**config.mk**
```make
export PLATFORM = sky130hd
export DESIGN_NAME = stepped_volume_mute_sequencer
export DESIGN_NICKNAME = d
export VERILOG_FILES = /design/src/sv/svms_pkg.sv /design/src/sv/stepped_volume_mute_sequencer.sv /design/src/sv/svms_in_stage.sv /design/src/sv/svms_step.sv
export SDC_FILE = /design/constraint.sdc
export NUM_CORES = 1
export LEC_CHECK = 0
export ABC_AREA = 1
export BUFFER_PORTS_ARGS = -buffer_cell sky130_fd_sc_hd__buf_4
export CAP_MARGIN = 10
export CORE_MARGIN = 5
export CORE_UTILIZATION = 35
export CTS_BUF_LIST = sky130_fd_sc_hd__clkbuf_8
export DETAILED_ROUTE_END_ITERATION = 16
export HOLD_SLACK_MARGIN = 0.1
export PLACE_DENSITY = 0.52
export SLEW_MARGIN = 30
export SYNTH_ARGS = -nofsm -noshare
export SYNTH_HDL_FRONTEND = slang
export SYNTH_SLANG_ARGS = --single-unit
```
**constraint.sdc**
```tcl
create_clock -name clk_i -period 3.6 [get_ports clk_i]
set_input_delay 0.36 -clock clk_i [delete_from_list [all_inputs] [get_ports clk_i]]
set_output_delay 0.36 -clock clk_i [all_outputs]
set_load 0.02 [all_outputs]
```
**src/sv/svms_pkg.sv**
```systemverilog
package svms_pkg;

  // Width of duration, step amount and wait counter
  localparam int unsigned DurBits      = 24;
  localparam int unsigned JiffiesPerMs = 56448;
  localparam int unsigned WaitResetVal = 10 * JiffiesPerMs;
  localparam logic [DurBits-1:0] WaitReset = DurBits'(WaitResetVal);

  typedef enum logic [2:0] {
    OP_MUTE    = 3'd0,
    OP_UNMUTE  = 3'd1,
    OP_AUDIO   = 3'd2,
    OP_SILENCE = 3'd3,
    OP_HALT    = 3'd4,
    OP_ATTACH  = 3'd5
  } op_e;

  typedef enum logic [2:0] {
    CMD_NONE         = 3'd0,
    CMD_SET_MUTED    = 3'd1,
    CMD_SET_UNMUTED  = 3'd2,
    CMD_BEGIN_MUTE   = 3'd3,
    CMD_BEGIN_UNMUTE = 3'd4,
    CMD_STEP_MUTE    = 3'd5,
    CMD_STEP_UNMUTE  = 3'd6
  } cmd_e;

  typedef enum logic [4:0] {
    MODE_RUNNING     = 5'b00001,
    MODE_MUTE_RAMP   = 5'b00010,
    MODE_MUTE_WAIT   = 5'b00100,
    MODE_MUTED       = 5'b01000,
    MODE_UNMUTE_RAMP = 5'b10000
  } mode_e;

  localparam logic [2:0] MODE_CODE_RUNNING     = 3'd0;
  localparam logic [2:0] MODE_CODE_MUTE_RAMP   = 3'd1;
  localparam logic [2:0] MODE_CODE_MUTE_WAIT   = 3'd2;
  localparam logic [2:0] MODE_CODE_MUTED       = 3'd3;
  localparam logic [2:0] MODE_CODE_UNMUTE_RAMP = 3'd4;

  typedef struct packed {
    mode_e              mode;
    logic               halted;
    logic               attached;
    logic [DurBits-1:0] wait_left;
  } state_t;

  typedef struct packed {
    cmd_e               cmd;
    logic [DurBits-1:0] step_amount;
    logic               release_waiter;
    logic               caller_blocks;
    logic               halt_reported;
  } res_t;

  // Map the one-hot mode onto its external code
  function automatic logic [2:0] mode_code(mode_e m);
    logic [2:0] c;
    unique case (m)
      MODE_RUNNING:     c = MODE_CODE_RUNNING;
      MODE_MUTE_RAMP:   c = MODE_CODE_MUTE_RAMP;
      MODE_MUTE_WAIT:   c = MODE_CODE_MUTE_WAIT;
      MODE_MUTED:       c = MODE_CODE_MUTED;
      MODE_UNMUTE_RAMP: c = MODE_CODE_UNMUTE_RAMP;
      default:          c = MODE_CODE_RUNNING;
    endcase
    return c;
  endfunction

endpackage

```
**src/sv/stepped_volume_mute_sequencer.sv**
```systemverilog
// Stepped volume mute sequencer.
// Input channel (in_valid_i/in_ready_o) takes one item per handshake: an
// operation (mute, unmute, audio, silence, halt complete, attach ramp unit),
// its duration and the ramp unit's completion answer for that item.
// Output channel (out_valid_o/out_ready_i) returns exactly one result per
// item: ramp command, step amount, mode after the item, and the release,
// block and halt flags.
// Configuration channel (cfg_valid_i/cfg_ready_o/cfg_data_i) writes the
// post-ramp mute wait; it is always ready. It is to be written only while
// idle, by the user: the block itself does not enforce this.
// Pipeline: input register, one pass of mode logic, result register.
// Throughput is one item per cycle while the receiver takes results, set by
// the combinational mode update against the state registers as an item
// moves from the input register to the result register.
// Reset: mode running, halted flag set, ramp unit detached, wait counter
// zero, mute wait 564480 jiffies; both stages empty.
// Receiver stall: the result register holds, the input register takes one
// more item, then in_ready_o drops until the result is taken. State only
// moves when an item advances, so stalls never change the outcome.
module stepped_volume_mute_sequencer (
  input  logic                         clk_i,
  input  logic                         rst_ni,
  input  logic                         cfg_valid_i,
  output logic                         cfg_ready_o,
  input  logic [svms_pkg::DurBits-1:0] cfg_data_i,
  input  logic                         in_valid_i,
  output logic                         in_ready_o,
  input  logic [2:0]                   operation_i,
  input  logic [svms_pkg::DurBits-1:0] duration_i,
  input  logic                         ramp_complete_i,
  output logic                         out_valid_o,
  input  logic                         out_ready_i,
  output logic [2:0]                   ramp_command_o,
  output logic [svms_pkg::DurBits-1:0] step_amount_o,
  output logic [2:0]                   mode_now_o,
  output logic                         release_waiter_o,
  output logic                         caller_blocks_o,
  output logic                         halt_reported_o
);
  import svms_pkg::*;

  logic               item_valid;
  logic [2:0]         item_op;
  logic [DurBits-1:0] item_dur;
  logic               item_done;
  logic               advance;

  logic [DurBits-1:0] mute_wait_q;
  state_t             state_q, state_d;
  res_t               res_d, res_q;
  logic               out_valid_q, out_valid_d;

  // Config register: always ready
  assign cfg_ready_o = 1'b1;

  always_ff @(posedge clk_i or negedge rst_ni) begin
    if (!rst_ni) begin
      mute_wait_q <= WaitReset;
    end else if (cfg_valid_i) begin
      mute_wait_q <= cfg_data_i;
    end
  end

  // Advance the held item when the result register is free or draining
  assign advance = item_valid && (!out_valid_q || out_ready_i);

  svms_in_stage u_in_stage (
    .clk_i           (clk_i),
    .rst_ni          (rst_ni),
    .in_valid_i      (in_valid_i),
    .in_ready_o      (in_ready_o),
    .operation_i     (operation_i),
    .duration_i      (duration_i),
    .ramp_complete_i (ramp_complete_i),
    .advance_i       (advance),
    .valid_o         (item_valid),
    .operation_o     (item_op),
    .duration_o      (item_dur),
    .ramp_complete_o (item_done)
  );

  svms_step u_step (
    .state_i         (state_q),
    .operation_i     (item_op),
    .duration_i      (item_dur),
    .ramp_complete_i (item_done),
    .mute_wait_i     (mute_wait_q),
    .state_o         (state_d),
    .res_o           (res_d)
  );

  // Mode state: commit only when an item advances
  always_ff @(posedge clk_i or negedge rst_ni) begin
    if (!rst_ni) begin
      state_q.mode      <= MODE_RUNNING;
      state_q.halted    <= 1'b1;
      state_q.attached  <= 1'b0;
      state_q.wait_left <= '0;
    end else if (advance) begin
      state_q <= state_d;
    end
  end

  always_comb begin
    out_valid_d = out_valid_q;
    if (advance) begin
      out_valid_d = 1'b1;
    end else if (out_ready_i) begin
      out_valid_d = 1'b0;
    end
  end

  always_ff @(posedge clk_i or negedge rst_ni) begin
    if (!rst_ni) begin
      out_valid_q <= 1'b0;
    end else begin
      out_valid_q <= out_valid_d;
    end
  end

  logic [2:0] mode_now_q;

  // Result payload: hold while stalled
  always_ff @(posedge clk_i) begin
    if (advance) begin
      res_q      <= res_d;
      mode_now_q <= mode_code(state_d.mode);
    end
  end

  assign out_valid_o      = out_valid_q;
  assign ramp_command_o   = res_q.cmd;
  assign step_amount_o    = res_q.step_amount;
  assign mode_now_o       = mode_now_q;
  assign release_waiter_o = res_q.release_waiter;
  assign caller_blocks_o  = res_q.caller_blocks;
  assign halt_reported_o  = res_q.halt_reported;

`ifndef ASSERT_OFF
  // A waiter is only released out of a muting mode
  a_release_from_muting: assert property (@(posedge clk_i) disable iff (!rst_ni)
    advance && res_d.release_waiter |->
      (state_q.mode == MODE_MUTE_RAMP || state_q.mode == MODE_MUTE_WAIT))
    else $error("waiter released outside a muting mode");

  // A blocked caller leaves the block in the muting ramp
  a_block_enters_ramp: assert property (@(posedge clk_i) disable iff (!rst_ni)
    advance && res_d.caller_blocks |=> state_q.mode == MODE_MUTE_RAMP)
    else $error("caller blocked without entering muting ramp");

  // Nonzero step amount only travels with a step command
  a_amount_with_step: assert property (@(posedge clk_i) disable iff (!rst_ni)
    advance && res_d.step_amount != '0 |->
      (res_d.cmd == CMD_STEP_MUTE || res_d.cmd == CMD_STEP_UNMUTE))
    else $error("step amount without step command");

  // State moves only when an item advances
  a_state_holds: assert property (@(posedge clk_i) disable iff (!rst_ni)
    !advance |=> $stable(state_q))
    else $error("state changed without an advancing item");
`endif

endmodule

```
**src/sv/svms_in_stage.sv**
```systemverilog
module svms_in_stage (
  input  logic                         clk_i,
  input  logic                         rst_ni,
  input  logic                         in_valid_i,
  output logic                         in_ready_o,
  input  logic [2:0]                   operation_i,
  input  logic [svms_pkg::DurBits-1:0] duration_i,
  input  logic                         ramp_complete_i,
  input  logic                         advance_i,
  output logic                         valid_o,
  output logic [2:0]                   operation_o,
  output logic [svms_pkg::DurBits-1:0] duration_o,
  output logic                         ramp_complete_o
);
  import svms_pkg::*;

  logic               valid_q, valid_d;
  logic [2:0]         op_q;
  logic [DurBits-1:0] dur_q;
  logic               done_q;
  logic               load;

  // Free slot, or the held item leaves this cycle
  assign in_ready_o = !valid_q || advance_i;
  assign load       = in_valid_i && in_ready_o;

  always_comb begin
    valid_d = valid_q;
    if (load) begin
      valid_d = 1'b1;
    end else if (advance_i) begin
      valid_d = 1'b0;
    end
  end

  always_ff @(posedge clk_i or negedge rst_ni) begin
    if (!rst_ni) begin
      valid_q <= 1'b0;
    end else begin
      valid_q <= valid_d;
    end
  end

  always_ff @(posedge clk_i) begin
    if (load) begin
      op_q   <= operation_i;
      dur_q  <= duration_i;
      done_q <= ramp_complete_i;
    end
  end

  assign valid_o         = valid_q;
  assign operation_o     = op_q;
  assign duration_o      = dur_q;
  assign ramp_complete_o = done_q;

endmodule

```
**src/sv/svms_step.sv**
```systemverilog
module svms_step (
  input  svms_pkg::state_t             state_i,
  input  logic [2:0]                   operation_i,
  input  logic [svms_pkg::DurBits-1:0] duration_i,
  input  logic                         ramp_complete_i,
  input  logic [svms_pkg::DurBits-1:0] mute_wait_i,
  output svms_pkg::state_t             state_o,
  output svms_pkg::res_t               res_o
);
  import svms_pkg::*;

  logic waiter;
  op_e  op;

  assign op     = op_e'(operation_i);
  assign waiter = (state_i.mode == MODE_MUTE_RAMP) || (state_i.mode == MODE_MUTE_WAIT);

  always_comb begin
    state_o = state_i;
    res_o   = '0;
    res_o.cmd = CMD_NONE;
    unique case (op)
      OP_MUTE: begin
        if (!state_i.attached) begin
          state_o.mode = MODE_MUTED;
        end else if (state_i.mode == MODE_RUNNING || state_i.mode == MODE_UNMUTE_RAMP) begin
          if (state_i.halted) begin
            state_o.mode = MODE_MUTED;
            res_o.cmd    = CMD_SET_MUTED;
          end else begin
            res_o.cmd = CMD_BEGIN_MUTE;
            if (ramp_complete_i) begin
              state_o.mode = MODE_MUTED;
            end else begin
              state_o.mode        = MODE_MUTE_RAMP;
              res_o.caller_blocks = 1'b1;
            end
          end
        end
      end
      OP_UNMUTE: begin
        if (!state_i.attached) begin
          state_o.mode = MODE_RUNNING;
        end else if (waiter || state_i.mode == MODE_MUTED) begin
          res_o.release_waiter = waiter;
          if (state_i.halted) begin
            state_o.mode = MODE_RUNNING;
            res_o.cmd    = CMD_SET_UNMUTED;
          end else begin
            res_o.cmd    = CMD_BEGIN_UNMUTE;
            state_o.mode = ramp_complete_i ? MODE_RUNNING : MODE_UNMUTE_RAMP;
          end
        end
      end
      OP_AUDIO, OP_SILENCE: begin
        // Only real audio clears the halted flag
        if (op == OP_AUDIO) begin
          state_o.halted = 1'b0;
        end
        if (state_i.mode == MODE_MUTE_RAMP) begin
          res_o.cmd         = CMD_STEP_MUTE;
          res_o.step_amount = duration_i;
          if (ramp_complete_i) begin
            state_o.mode      = MODE_MUTE_WAIT;
            state_o.wait_left = mute_wait_i;
          end
        end else if (state_i.mode == MODE_UNMUTE_RAMP) begin
          res_o.cmd         = CMD_STEP_UNMUTE;
          res_o.step_amount = duration_i;
          if (ramp_complete_i) begin
            state_o.mode = MODE_RUNNING;
          end
        end else if (state_i.mode == MODE_MUTE_WAIT) begin
          // Count the wait down, saturating at zero
          if (state_i.wait_left > duration_i) begin
            state_o.wait_left = state_i.wait_left - duration_i;
          end else begin
            state_o.wait_left    = '0;
            state_o.mode         = MODE_MUTED;
            res_o.release_waiter = 1'b1;
          end
        end
      end
      OP_HALT: begin
        state_o.halted       = 1'b1;
        state_o.wait_left    = '0;
        res_o.release_waiter = waiter;
        res_o.halt_reported  = 1'b1;
        if (waiter) begin
          state_o.mode = MODE_MUTED;
          if (state_i.attached) begin
            res_o.cmd = CMD_SET_MUTED;
          end
        end else if (state_i.mode == MODE_UNMUTE_RAMP) begin
          state_o.mode = MODE_RUNNING;
          if (state_i.attached) begin
            res_o.cmd = CMD_SET_UNMUTED;
          end
        end
      end
      OP_ATTACH: begin
        state_o.attached = 1'b1;
        if (state_i.mode == MODE_MUTED) begin
          res_o.cmd = CMD_SET_MUTED;
        end
      end
      default: begin
        // Undefined operation: no state change, empty result
      end
    endcase
  end

endmodule

```
# Yosys cells after proc, flatten, opt, wreduce, memory -nomap -nowiden
# Cells that the tools add are included.
[totals]
inputBits = 57
latch_bits = 0
mem_count = 0
reg_bits = 118
out_inout_bits = 36
ram_bits = 0
rom_bits = 0
elab_cells = 110
[op_classes]
addsub = 1
bitwise = 3
div_mod_pow = 0
reduce_logical = 18
n_eq_ne = 18
shifts = 0
muxes = 53
n_lt_le_gt_ge = 1
multipliers = 0
[op_table]
columns = ["cell", "count"]
rows = [
  ["$mux 24", 5],
  ["$mux 5", 14],
  ["$mux 27", 2],
  ["$pmux 24 s2", 1],
  ["$gt 24x24->1", 1],
  ["$sub 24x24->24", 1],
  ["$pmux 5 s4", 1],
  ["$mux 3", 6],
  ["$mux 1", 15],
  ["$pmux 3 s5", 1],
  ["$pmux 3 s4", 1],
  ["$eq 5x2->1 const B", 2],
  ["$eq 5x3->1 const B", 2],
  ["$eq 5x4->1 const B", 2],
  ["$eq 5x5->1 const B", 2],
  ["$mux 4", 2],
  ["$eq 3x2->1 const B", 2],
  ["$eq 3x3->1 const B", 2],
  ["$mux 2", 3],
  ["$reduce_bool 2->1", 3],
  ["$eq 5x1->1 const B", 1],
  ["$logic_or 1x1->1", 5],
  ["$reduce_and 5->1", 1],
  ["$reduce_or 4->1", 1],
  ["14 further kinds", 18],
]

# Longest topological paths before layout
# Gate-level depths: netlist (run 1).
[logic_depth]
ltp_word = 8
mapped_depth = 17
mapped_depth_nobuf = 17

# Hierarchy
# From an unflattened synthesis (run 1), not the netlist that was laid out.
[hier_totals]
cells_unflattened = 1044
hier_area_um2 = 7576.0
[modules_own_cells]
columns = ["mod", "seq_area_each_um2", "area_per_inst_um2", "n_inst", "cells_each"]
rows = [
  ["svms_step", 0.0, 3419.5, 1, 720],
  ["stepped_volume_mute_sequencer", 2402.3, 3270.6, 1, 290],
  ["svms_in_stage", 865.8, 885.8, 1, 34],
]

# Worst setup path after synthesis (run 1)
# OpenSTA, ideal clock, no wires.
[synth_timing]
path_kind = "register to register"
from = "register state_q[0] (netlist name)"
to = "register mode_now_q[1] (netlist: mode_now_o[1]) (data pin)"
t_required_ns = 3.348
synth_period_minus_slack_ns = 2.199
path_stages_with_launch = 17
t_arrival_ns = 1.948
setup_ns = 0.252
path_slack_ns = 1.401
cell_sequence = "dfrtp_1 -> inv_1 -> ha_1 -> inv_1 -> fa_1 -> nand2_1 -> nand2_2 -> nand2_1 -> nand2_1 -> nand2_1 -> nand3_2 -> nand2_1 -> nand2_1 -> a21boi_2 -> nand2_1 -> nand2_1 -> nor2_1"
[synth_via]
elab_chain_cells = 8
elab_cells_between_ends = 11
[synth_lines]
columns = ["item", "line_no", "text"]
rows = [
  ["start, declared", "stepped_volume_mute_sequencer.sv:49", "state_t state_q, state_d;"],
  ["start signal, assigned", "stepped_volume_mute_sequencer.sv:100", "state_q <= state_d;"],
  ["$gt 24x24->1 (*)", "svms_step.sv:75", "if (state_i.wait_left > duration_i) begin"],
  ["$mux 5 (*)", "svms_step.sv:75", ""],
  ["$mux 5 (*)", "svms_step.sv:73", "end else if (state_i.mode == MODE_MUTE_WAIT) begin"],
  ["$mux 5 (*)", "svms_step.sv:67", "end else if (state_i.mode == MODE_UNMUTE_RAMP) begin"],
  ["$mux 5 (*)", "svms_step.sv:60", "if (state_i.mode == MODE_MUTE_RAMP) begin"],
  ["$pmux 5 s4 (*)", "svms_step.sv:22", "unique case (op)"],
  ["$eq 5x5->1 (tied with other cells)", "svms_pkg.sv:60", "unique case (m)"],
  ["$pmux 3 s4 (*)", "svms_pkg.sv:60", ""],
  ["end signal, assigned", "stepped_volume_mute_sequencer.sv:127", "mode_now_q <= mode_code(state_d.mode);"],
  ["end, declared", "stepped_volume_mute_sequencer.sv:121", "logic [2:0] mode_now_q;"],
]
# Every way passes the cells marked *; elsewhere a longest branch is shown, timed or not.
# A chain may end at the register's enable or synchronous reset.

# Worst setup path after layout (run 1)
[layout_timing]
from = "register state_q[0] (netlist name)"
to = "register state_q[17] (netlist name)"
[layout_via]
elab_chain_cells = 6
elab_cells_between_ends = 7
[layout_lines]
columns = ["item", "line_no"]
rows = [
  ["$sub 24x24->24 or $gt 24x24->1 (tied branches)", "svms_step.sv:76, svms_step.sv:75"],
  ["$mux 24 (*)", "svms_step.sv:75"],
  ["$mux 24 (*)", "svms_step.sv:73"],
  ["$mux 24 (*)", "svms_step.sv:67"],
  ["$mux 24 (*)", "svms_step.sv:60"],
  ["$pmux 24 s2 (*)", "svms_step.sv:22"],
]
# Every way passes the cells marked *; elsewhere a longest branch is shown, timed or not. The select of a mux whose other input is x is not followed.

==> results.md, run 1 <==
Route:
- The detail route stage leaves a number of antenna-violating nets equal to 0.
- The initial detailed-routing violation count is ~260.
- After detailed routing, the average wire length per cell comes to 14.6 µm.
- Dividing the detail-routed via count by the number of cells gives 4.60.
- Summing over every cut layer, the via total after detailed routing is 5,547.
- The DRC violation count after routing is 0.
- Summed over all layers, the routed wires come to 17,500 µm.
- The detailed-router iteration count before antenna repair is 6.

Synth:
- The number of distinct library cells after synthesis is 51.
- The flip-flop and latch count after synthesis is 118.
- The post-synthesis instance area is 6720 µm².
- The sequential-to-total area share from yosys stat is 0.486.
- The number of synthesis warnings is 0.
- The cell with the most instances after synthesis is sky130_fd_sc_hd__nand2_1.
- Averaged over all synthesized cells, the footprint is 8.51 µm².
- Ranked by total cell area, the synthesized netlist is headed by sky130_fd_sc_hd__edfxtp_1, sky130_fd_sc_hd__dfrtp_1, sky130_fd_sc_hd__nand2_1, sky130_fd_sc_hd__inv_1, sky130_fd_sc_hd__ha_1.
- The largest total area in the synthesized netlist belongs to sky130_fd_sc_hd__edfxtp_1.
- After technology mapping, the gate count stands at 790.
- Of all flip-flops after synthesis, the portion carrying an async set or reset was 0.483.
- In the synthesized netlist, the cells that appear most often are sky130_fd_sc_hd__nand2_1, sky130_fd_sc_hd__inv_1, sky130_fd_sc_hd__nor2_1, sky130_fd_sc_hd__edfxtp_1, sky130_fd_sc_hd__dfrtp_1.
- The number of nets in the synthesized netlist is 872.
- In this run, synthesis inferred 61 flip-flops with an integrated enable.
- Of the post-synthesis cell area, the dominant cell type holds 0.273.
- The most used flip-flop cell after synthesis is sky130_fd_sc_hd__edfxtp_1.

STA:
- The setup TNS is 0 ps.
- The routed design could run at a clock period as short as about 2500 ps.
- The total count of hold-check failures in the final report is 0.
- Setup repair after global routing left no endpoint under its margin.
- The transition at the pin with the smallest max-transition slack is 890 ps.
- Setup violations remaining at the end of the flow were counted as 0.
- The max-slew violation count came to 0.
- The maximum frequency from static timing analysis is 393 MHz.
- The worst pin sits at a relative slew slack of 0.404.
- The setup skew after layout is 17.0 ps.
- Dividing the final minimum period by the clock period gives 0.707.

CTS:
- The clock tree from TritonCTS is yes.
- The clock-pin slew on the worst setup and hold paths is 70 ps.
- Gates resized during post-CTS repair numbered 0.
- CTS built an H-tree with a depth of 4.
- The number of buffers on the longest clock path is 2.
- Counting every sink on the clock net gives around 120.
- The number of clock buffers added by TritonCTS is 17.
- Clock tree synthesis selected as its root buffer the cell sky130_fd_sc_hd__clkbuf_8.
- The clock latency at the later pin of the worst-skew pair is 460 ps.

Floorplanning:
- The die boundary height is ~150 µm.
- The floorplan die width is 149 µm.
- The initial utilization of the core area, before any placement, comes to 0.357.
- In this run the standard cell core region covers approximately 19,000 µm².
- The floorplan step defined a die boundary enclosing 22,100 µm².
- The initialized floorplan defines 50 standard-cell rows.
- 93 I/O pins were placed.

Setup path:
- The dominant cell type by count on the critical path is sky130_fd_sc_hd__nand2_1.
- The worst endpoint data arrival time is 2890 ps.
- The count of cell instances traversed by the critical path is 16.
- The signal on the critical path passes through inv_1, ha_1, inv_1, fa_1, nand2_1, nand2_2, nand2_1, nand2_1, nand2_1, nand3_2, nand3_4, clkinv_2, nand3_1, nand2_1, nand2_1, nand2_1.
- For this run, the slowest stage of the critical path takes about 430 ps.
- The worst setup path is captured at a register.
- The critical path data required time is 3940 ps.
- On the critical path, the stage with the largest delay is an instance of sky130_fd_sc_hd__fa_1.
- The combined buffer and inverter count along the critical path is 3.
- The kind of start point of the critical path is a register.
- The path type of the worst setup path is reg -> reg.
- The depth of the worst register-to-register path is 16.
- The peak fanout along the critical path is 17.
- Among cell families on the critical path, the largest total delay comes from simple AND/OR/NAND/NOR gates.

Global route:
- The number of antenna violations at the first check in global routing is 0.
- The maximum number of pins on one net before global-route repair is 58.
- The number of global-route vias before repair is approximately 5,700.
- The total routing resource utilization after global routing is 0.165.
- The global-route wire length before repair is 28,700 µm.
- The total congestion overflow is 0.

Placement:
- The count of buffers from port buffering is 91.
- The post-detailed-placement cell area is around 7700 µm².
- The global placement routability congestion is between 0.9 and 1.
- The half-perimeter wire length after placement is 12,800 µm.

Cells and area:
- The final net count is around 1,000.
- The number of antenna diodes in the final layout is 0.
- Of the cells placed in the final design, the portion with a size suffix greater than 1 is 0.205.
- The synthesis-to-finish area growth is 27.9%.
- The cell area after layout is 8600 µm².

Worst hold path:
- Along the worst hold path, the cell count comes to 2.
- The worst hold path belongs to the class in -> reg.

Power and ir drop:
- The fraction of power spent switching nets is 0.347.
- The part of the total power dissipated in sequential elements is 0.370.
- The worst-case IR drop observed on VDD is 0.260 mV.
- For this design the static power due to leakage is 4.17 nW.
- The internal power of the cells totals 3.13 mW.
- The relative contribution of the clock network to total power is 0.301.
- Of the total power, combinational logic draws 0.329.
- The total net switching power is 1.67 mW.
- Power spread over the standard cell area amounts to 558 nW/µm².

Status:
- The flow ran to the end, and the final reports show no timing, DRC or antenna violations.

Run:
- The number of max-capacitance violations reported is 0.
state kept, by name (all words and copies together), names as in the netlist:
| register | cells |
|---|---|
| mute_wait_q | 24 |
| step_amount_o | 24 |
| u_in_stage.duration_o | 24 |
| caller_blocks_o | 1 |
| out_valid_o | 1 |
| u_in_stage.valid_o | 1 |
| halt_reported_o | 1 |
| state_q | 31 |
| release_waiter_o | 1 |
| mode_now_o | 3 |
| u_in_stage.ramp_complete_o | 1 |
| u_in_stage.operation_o | 3 |
| ramp_command_o | 3 |
layout by cell type (no fill, tap or decap), types with 5 or more instances in the layout:
cell,netlist,layout
sky130_fd_sc_hd__nor2_2,7,7
sky130_fd_sc_hd__ha_1,24,24
sky130_fd_sc_hd__nand2_1,244,244
sky130_fd_sc_hd__nor2_1,69,69
sky130_fd_sc_hd__a21oi_1,30,30
sky130_fd_sc_hd__nand3_1,31,31
sky130_fd_sc_hd__o22ai_1,12,12
sky130_fd_sc_hd__mux2_2,8,8
sky130_fd_sc_hd__nand2_2,5,5
sky130_fd_sc_hd__buf_4,2,92
sky130_fd_sc_hd__o21ai_0,40,40
sky130_fd_sc_hd__xnor2_1,12,12
sky130_fd_sc_hd__nand3_2,6,6
sky130_fd_sc_hd__dfrtp_1,49,49
sky130_fd_sc_hd__inv_2,10,10
sky130_fd_sc_hd__dlygate4sd3_1,0,44
sky130_fd_sc_hd__nor3_1,6,6
sky130_fd_sc_hd__o21ai_1,8,8
sky130_fd_sc_hd__clkbuf_8,0,25
sky130_fd_sc_hd__edfxtp_1,61,61
sky130_fd_sc_hd__nand4_1,6,6
sky130_fd_sc_hd__inv_1,98,98
sky130_fd_sc_hd__dfstp_2,8,8
cell type report:
class | count | area [µm²]
Timing Repair Buffer | 138 | 1170
Fill cell | 1865 | 10200
Tap cell | 260 | 325
Clock inverter | 7 | 135
Inverter | 112 | 434
Multi-Input combinational cell | 545 | 2920
Clock buffer | 25 | 344
Sequential cell | 118 | 3270
power by group through the flow:
stage	registers, mW	logic (mW)	clock network [mW]
6_report	1.78	1.58	1.44
5_1_grt	1.80	1.77	1.54
4_1_cts	1.77	1.59	1.49
3_5_place_dp	1.80	1.55	0
3_3_place_gp	1.80	1.55	0
2_1_floorplan	1.85	1.03	0
worst paths after layout:
check	start	endpoint	slack, ps
max	state_q[0]	state_q[17]	1060
min	cfg_data_i[11]	mute_wait_q[11]	130
min in group asynchronous	rst_ni	mute_wait_q[3]	520
max reg2reg	state_q[0]	state_q[17]	1060
max in group asynchronous	rst_ni	state_q[22]	2560
min reg2reg	state_q[2]	state_q[2]	490
per-layer routing:
metal / vias to the layer above / global-route usage / share of wire
met5: - / 0 / 0
met4: 0 / 0.0416 / 0.011
met3: 20 / 0.0396 / 0.046
met2: 122 / 0.280 / 0.48
met1: 2556 / 0.213 / 0.47
li1: 2849 / - / -
metrics by stage:
step                power [mW]  hold WS, ps  utilization  setup WS (ps)  std cells
floorplan                 2.89         64.4            -           1400        790
global placement          3.35          467        0.408           1160       1129
detailed placement        3.34          468        0.408           1060       1129
CTS                       4.85          100        0.457           1050       1205
global route              5.11          110        0.457            773       1205
finish                    4.80          134        0.457           1060       1205
kinds of logic (layout without fill, tap and decap cells):
family,Yosys count,in the layout,share of synthesized area
AO/OA/AOI/OAI,107,107,0.0974
multiplexers,8,8,0.0134
flip-flops,118,118,0.486
buffers and inverters,127,282,0.0793
AND/OR/NAND/NOR,389,389,0.256
XOR/XNOR,15,15,0.0196
adder cells (fa/ha/maj),25,25,0.0477
other,1,1,0.000558
timing repair:
action,in CTS,in global routing
setup buffers,0,0
endpoints found under the hold margin,92,0
hold buffers,44,0
(Power assumes the default switching activity.)
==> run 2, diff against run 1 <==
==> constraint.sdc (replaced) <==
create_clock -name clk_i -period 2.66 [get_ports clk_i]
set_input_delay 0.266 -clock clk_i [delete_from_list [all_inputs] [get_ports clk_i]]
set_output_delay 0.266 -clock clk_i [all_outputs]
set_load 0.02 [all_outputs]
==> results.md, run 2 (synthesis gave the netlist of run 1 again) <==
Setup path:
- The critical path data required time was 2860 ps (-1080 ps).
- The sort of element at the end of the critical path is a register.
- The gate family responsible for the most delay along the worst path is simple AND/OR/NAND/NOR gates.
- The peak fanout along the critical path is 4 (-13).
- The depth of the worst register-to-register path is 16 (unchanged).
- The capture instance of the worst register-to-register path is mode_now_o[1].
- The worst setup slack for register-to-register paths is 170 ps (-890 ps).
- The combined buffer and inverter count along the critical path is 2 (-1).
- The dominant cell type by count on the critical path is sky130_fd_sc_hd__nand2_1.
- The delay of the slowest cell on the worst path was 380 ps (-50 ps).
- The start of the worst register-to-register path is state_q[0].
- The critical path's slowest cell is sky130_fd_sc_hd__dfrtp_1.
- Walking the worst path, the cells encountered are inv_1, ha_1, inv_1, fa_2, nand2_1, nand2_2, nand2_1, nand2_1, nand2_1, nand3_2, nand2_1, nand2_1, a21boi_2, nand2_1, nand2_1, nor2_1.
- The path type of the worst setup path is reg -> reg.
- The kind of start point of the critical path is a register.
- The worst endpoint data arrival time came to 2690 ps (-200 ps).

Route:
- The DRC violation count after routing is 0 (unchanged).
- The via count is 5,675 (+2.3%).
- The number of nets still failing antenna checks after routing came to 0 (unchanged).
- The total routed wirelength is 17,600 µm (+0.49%).
- The average routed wire per standard cell is 14.4 µm (-0.99%).
- The detailed-router iteration count before antenna repair is 5 (-1).
- The average vias per placed instance was 4.64 (+0.80%).
- The initial detailed-routing violation count came to 327 (+24%).

Placement:
- The count of buffers from port buffering is 91 (unchanged).
- The global placement routability congestion was 0.896 (-1.1%).
- The half-perimeter wire length after placement is 12,900 µm (+0.79%).
- The post-detailed-placement cell area came to 7700 µm² (+0.36%).

Cells and area:
- The count of antenna diodes in the layout is 0 (unchanged).
- Leaving out fill and tap cells, the most frequent cell in the layout is sky130_fd_sc_hd__nand2_1.
- The most flop-heavy register is state_q.
- The utilization after layout was 0.460 (+0.00359).
- The share of cells above drive strength 1 was 0.207 (+0.00135).
- The number of flip-flops under the largest register name is 31 (unchanged).
- In the layout the commonest cells are sky130_fd_sc_hd__nand2_1, sky130_fd_sc_hd__inv_1, sky130_fd_sc_hd__buf_4.
- The synthesis-to-finish area growth is 28.9%.
- The cell area after layout came to 8660 µm² (+0.79%).
- The final net count was 1,032 (+1.8%).

Floorplanning:
- The die boundary height is 149 µm (unchanged).
- The effective utilization at floorplan came to 0.357 (unchanged).
- The floorplan die width was 149 µm (unchanged).
- The count of standard-cell rows is 50 (unchanged).
- The area of the die is 22,100 µm² (unchanged).
- The I/O pin count is 93 (unchanged).
- The floorplan core area was 18,800 µm² (unchanged).

CTS:
- The clock tree from TritonCTS is yes.
- The number of sinks on the clock net came to 118 (unchanged).
- The clock-pin slew on the worst setup and hold paths came to 70 ps (about the same).
- The number of buffers on the longest clock path is 2 (unchanged).
- The clock latency at the later pin of the worst-skew pair is 440 ps (-20 ps).
- The tree is rooted in a sky130_fd_sc_hd__clkbuf_8.
- The number of buffers inserted to repair setup after CTS is 0 (unchanged).
- The count of H-tree levels built during CTS came to 4 (unchanged).
- The number of buffers created by CTS is 17 (unchanged).

Status:
- The flow ran to the end, and the final reports show no timing, DRC or antenna violations.

STA:
- The setup TNS is 0 ps (unchanged).
- Setup repair after global routing left no endpoint under its margin.
- The total count of hold-check failures in the final report was 0 (unchanged).
- The max-slew violation count is 0 (unchanged).
- The total of endpoints with negative setup slack in the final report was 0 (unchanged).
- The shortest clock period the worst path allows after layout was 2490 ps (-50.3 ps).
- The transition at the pin with the smallest max-transition slack is 785 ps (-104 ps).
- The final critical-path share of the clock period was 0.938 (+0.231).
- The headroom to the max-slew limit was 0.476 (+0.0724).
- The maximum frequency from static timing analysis is 401 MHz (+2.0%).
- The setup skew after layout is 12.1 ps (-4.85 ps).

Power and ir drop:
- The static leakage is 4.22 nW (+1.0%).
- The areal power density over the cells came to 726 nW/µm² (+30%).
- The maximum VDD drop is 0.325 mV (+25%).
- The overall power after layout is 6.29 mW (+31%).

Worst hold path:
- The worst hold path terminates at mute_wait_q[15].
- The cell depth of the worst min-delay path was 3 (+1).
- The class of the worst hold path is in -> reg.
- The worst min-delay path startpoint is cfg_valid_i.

Global route:
- The number of global-route vias before repair was 5,619 (-2.1%).
- The global-route wire length before repair is 28,700 µm (+0.22%).
- The total routing resource utilization after global routing came to 0.165 (-0.000463).
- The total congestion overflow is 0 (unchanged).
- The maximum number of pins on one net before global-route repair is 58 (unchanged).
- The number of antenna violations at the first check in global routing is 0 (unchanged).

Run:
- The number of max-capacitance violations reported came to 0 (unchanged).
-- run 2: cell types whose count changed in the layout (fill, tap and decap cells not counted), sizes merged --
cell         previous run  this run
clkinv                  4         8
clkbuf                 25        17
buf                    94       101
inv                   111       114
dlygate4sd3            44        55
clkinvlp                0         1
-- run 2: through the flow --
stage / setup WS [ps] / hold slack [ps] / instances
after floorplan: 461 / -29.6 / 790
after global placement: 218 / 407 / 1136
after detailed placement: 135 / 408 / 1136
after CTS: 106 / 254 / 1223
after global routing: 21.9 / 281 / 1223
final: 165 / 273 / 1223
-- run 2: per-layer routing --
| layer | wire [µm] | track usage |
|---|---|---|
| met3 | 730 | 0.0387 |
| met1 | 8180 | 0.215 |
| met2 | 8360 | 0.276 |
| met4 | 357 | 0.0448 |
| met5 | 0 | 0 |
-- run 2: worst max-delay path by stage --
stage / startpoint / to / slack [ps] / cells after the start
2_1_floorplan: state_q[0] / mode_now_o[1] / 460 / 16
3_3_place_gp: state_q[0] / mode_now_o[1] / 220 / 16
3_5_place_dp: state_q[0] / mode_now_o[1] / 130 / 16
4_1_cts: state_q[0] / mode_now_o[1] / 110 / 16
5_1_grt: state_q[0] / mode_now_o[1] / 20 / 16
6_report: state_q[0] / mode_now_o[1] / 170 / 16
-- run 2: layout make-up --
cell class                 count  area [µm²]
clock inverter                15         173
sequential                   118        3270
timing repair buffer         156        1310
fill                        1895       10200
tap                          260         325
clock buffer                  17         234
inverter                     112         434
multi-input combinational    545        2920
-- run 2: timing repair --
item                                    in CTS  in global routing
endpoints found under the hold margin      103                  0
hold buffers                                55                  0
gates resized for setup                      0                  1
endpoints found under the setup margin       0                  3
-- run 2: report_power, final --
part	internal, mW	total (mW)	switching, mW
Combinational	0.805	2.16	1.35
Clock	0.995	1.72	0.729
Sequential	2.24	2.41	0.170
-- run 2: tightest hold or removal path, stage by stage --
cell,delay [ps]
sky130_fd_sc_hd__buf_4,250
sky130_fd_sc_hd__nand2_1,110
sky130_fd_sc_hd__o21ai_0,70
==> run 3, diff against run 2 <==
--- a/config.mk
+++ b/config.mk
@@ -17,4 +17,5 @@
 export SLEW_MARGIN = 30
 export SYNTH_ARGS = -nofsm -noshare
 export SYNTH_HDL_FRONTEND = slang
+export SYNTH_HIERARCHICAL = 1
 export SYNTH_SLANG_ARGS = --single-unit
==> results.md, run 3 <==
STA:
- The transition at the pin with the smallest max-transition slack came to 812 ps (+26.2 ps).
- The smallest setup slack after layout is 213 ps (+48.0 ps).
- The shortest clock period the worst path allows after layout is 2450 ps (-48.0 ps).
- The total of endpoints with negative setup slack in the final report is 0 (unchanged).
- The max-slew violation count is 0 (unchanged).
- The maximum frequency from static timing analysis is 409 MHz (+2.0%).
- Setup repair after global routing left no endpoint under its margin.
- The headroom to the max-slew limit is 0.459 (-0.0175).
- The setup skew after layout is 13.6 ps (+1.49 ps).
- The final critical-path share of the clock period came to 0.920 (-0.0181).
- The setup TNS is 0 ps (unchanged).
- The total count of hold-check failures in the final report is 0 (unchanged).

CTS:
- The clock-pin slew on the worst setup and hold paths is 70 ps (about the same).
- The number of sinks on the clock net is 118 (unchanged).
- TritonCTS built the clock tree.
- The cell sitting at the root of the clock tree is a sky130_fd_sc_hd__clkbuf_8.
- The count of H-tree levels built during CTS is 4 (unchanged).
- The number of buffers on the longest clock path came to 2 (unchanged).
- The clock latency at the later pin of the worst-skew pair is 450 ps (about the same).
- The number of buffers inserted to repair setup after CTS is 0 (unchanged).
- The number of buffers created by CTS came to 17 (unchanged).

Placement:
- The total instance count after detailed placement is 1,398 (+23%).
- The worst slack after detailed placement is 10.9 ps (-124 ps).
- The global placement routability congestion came to 0.902 (+0.69%).
- The half-perimeter wire length after placement is 16,400 µm (+27%).
- The count of buffers from port buffering is 91 (unchanged).
- The post-detailed-placement cell area is 8640 µm² (+12%).

Route:
- The via count came to 7,257 (+28%).
- The average vias per placed instance is 4.89 (+5.4%).
- The DRC violation count after routing came to 0 (unchanged).
- The number of nets still failing antenna checks after routing came to 0 (unchanged).
- The initial detailed-routing violation count came to 615 (+88%).
- The total routed wirelength is 23,000 µm (+30%).
- The average routed wire per standard cell was 15.5 µm (+7.5%).
- The detailed-router iteration count before antenna repair is 6 (+1).

Global route:
- The number of global-route vias before repair came to 6,671 (+19%).
- The total congestion overflow came to 0 (unchanged).
- The total routing resource utilization after global routing is 0.189 (+0.0245).
- The number of antenna violations at the first check in global routing is 0 (unchanged).
- The global-route wire length before repair came to 36,400 µm (+27%).
- The maximum number of pins on one net before global-route repair is 58 (unchanged).

Cells and area:
- The final-layout fill cell count was 2,169 (+14%).
- The final net count came to 1,278 (+24%).
- The share of cells above drive strength 1 is 0.151 (-0.0553).
- The area of combinational cells with multiple inputs is 3560 µm² (+22%).
- The number of flip-flops under the largest register name is 31 (unchanged).
- The most common cell after layout, fill and taps aside is sky130_fd_sc_hd__nand2_1.
- The number of standard cells in the final layout excluding fillers is 1,484 (+21%).
- The register area is 3270 µm² (unchanged).
- The register with the most flip-flops in the final layout is state_q.
- The cell area after layout was 9580 µm² (+11%).
- The count of antenna diodes in the layout is 0 (unchanged).
- The top cell types in the final layout, fill and taps aside, are sky130_fd_sc_hd__nand2_1, sky130_fd_sc_hd__inv_1, sky130_fd_sc_hd__buf_4.
- The area growth from synthesis to layout is 26.5%.

Setup path:
- The path type of the worst setup path is reg -> reg.
- The peak fanout along the critical path is 5 (+1).
- The depth of the worst register-to-register path came to 14 (-2).
- The dominant cell type by count on the critical path is sky130_fd_sc_hd__nand2_1.
- The delay of the slowest cell on the worst path is 440 ps (+60 ps).
- The kind of start point of the critical path is a register.
- The critical path data required time came to 3050 ps (+190 ps).
- The worst endpoint data arrival time was 2840 ps (+150 ps).
- Among all stages on the critical path, the largest delay is contributed by sky130_fd_sc_hd__dfrtp_1.
- Traced cell by cell, the critical path runs through ha_1, nand2_1, nor2_1, nand2_1, nand3_1, nand2_1, nand2_1, xor2_1, nand2_1, nand2_1, nand2_1, nand2_1, nand3_1, nand2_1.
- The sort of element at the end of the critical path is a register.

Synth:
- The average instance area after synthesis is 7.26 µm² (-15%).
- The share of flip-flops with an asynchronous set or reset is 0.483 (unchanged).
- The post-synthesis instance area is 7580 µm² (+13%).
- The commonest cells after synthesis are sky130_fd_sc_hd__nand2_1, sky130_fd_sc_hd__inv_1, sky130_fd_sc_hd__nor2_1, sky130_fd_sc_hd__o21ai_0, sky130_fd_sc_hd__nand3_1.
- The area share of the largest cell type after synthesis is 0.242 (-0.0308).
- The number of nets in the synthesized netlist came to 1,126 (+29%).
- The leading register cell type out of synthesis is sky130_fd_sc_hd__edfxtp_1.
- The sequential-to-total area share from yosys stat is 0.431 (-0.0549).
- Ranked by total cell area, the synthesized netlist is headed by sky130_fd_sc_hd__edfxtp_1, sky130_fd_sc_hd__dfrtp_1, sky130_fd_sc_hd__nand2_1, sky130_fd_sc_hd__inv_1, sky130_fd_sc_hd__o21ai_0.
- The cell with the most instances after synthesis is sky130_fd_sc_hd__nand2_1.
- The number of enable-type register cells in the synthesized netlist is 61 (unchanged).
- The flip-flop and latch count after synthesis is 118 (unchanged).
- The cell count after synthesis is 1,044 (+32%).
- The number of distinct library cells after synthesis came to 40 (-22%).
- Summed over all instances, the cell type with the most area after synthesis is sky130_fd_sc_hd__edfxtp_1.
- The number of synthesis warnings is 6 (+6).

Floorplanning:
- The I/O pin count is 93 (unchanged).
- The count of standard-cell rows is 53 (+6.0%).
- The floorplan die width is 157 µm (+5.8%).
- The area of the die is 24,700 µm² (+12%).
- The effective utilization at floorplan was 0.358 (+0.00126).
- The floorplan core area is 21,200 µm² (+12%).
- The die boundary height came to 157 µm (+5.8%).

Worst hold path:
- The class of the worst hold path is in -> reg.
- The cell depth of the worst min-delay path is 3 (unchanged).

Run:
- The number of max-capacitance violations reported came to 0 (unchanged).

Power and ir drop:
- The overall power after layout is 6.84 mW (+8.7%).
- The areal power density over the cells was 713 nW/µm² (-1.7%).
- The maximum VDD drop is 0.309 mV (-5.1%).
- The static leakage is 4.78 nW (+13%).

Status:
- The flow ran to the end, and the final reports show no timing, DRC or antenna violations.
run 3: worst paths after layout:
kind,from,to,slack [ps]
min in group asynchronous,rst_ni,u_in_stage/valid_o,440
setup reg to reg,state_q[3],state_q[15],210
max in group asynchronous,rst_ni,state_q[8],1680
hold / removal,cfg_valid_i,mute_wait_q[10],220
setup / recovery,state_q[3],state_q[15],210
hold reg to reg,mute_wait_q[12],mute_wait_q[12],470
run 3: what timing repair did:
action,CTS,global route
hold endpoints to repair,102,0
hold buffers,54,0
setup endpoints to repair,0,5
resized for setup,0,7
run 3: critical path, delay by kind of cell, from the launching register on:
kind / cells / cell delay [ps]
XOR/XNOR: 1 / 200
adder cells (fa/ha/maj): 1 / 400
flip-flops: 1 / 440
AND/OR/NAND/NOR: 12 / 1350
run 3: final cells by class:
type                            instances  share of cell area
Multi-Input combinational cell        730               0.372
Clock inverter                         15              0.0149
Inverter                              160              0.0631
Clock buffer                           17              0.0244
Sequential cell                       118               0.341
Timing Repair Buffer                  169               0.149
Tap cell                              275              0.0359
run 3: logic make-up after synthesis:
group	share of synthesized area
adders and majority gates	0.0423
buffers and inverters	0.104
xor gates and xnor gates	0.0185
DFF	0.431
muxes	0.00132
and+or+nand+nor	0.285
AOI/OAI and AO/OA	0.117
other	0.000495
run 3: power breakdown:
group / internal, mW / total (mW) / switching (mW)
clock network: 0.817 / 1.60 / 0.783
registers: 2.24 / 2.50 / 0.262
logic: 1.00 / 2.73 / 1.73
run 3: stage by stage:
| step | util | hold WS [ps] |
|---|---|---|
| global route | 0.453 | 224 |
| global placement | 0.408 | 406 |
| detailed placement | 0.408 | 413 |
| floorplan | - | -29.6 |
| CTS | 0.452 | 198 |
| finish | 0.453 | 217 |
run 3: routing by layer:
metal,vias to the layer above,wire [µm],track usage,share of wire
met5,-,0,0,0
li1,3649,-,-,-
met3,23,1450,0.0291,0.063
met2,249,9760,0.278,0.42
met4,0,348,0.0565,0.015
met1,3336,11500,0.287,0.50
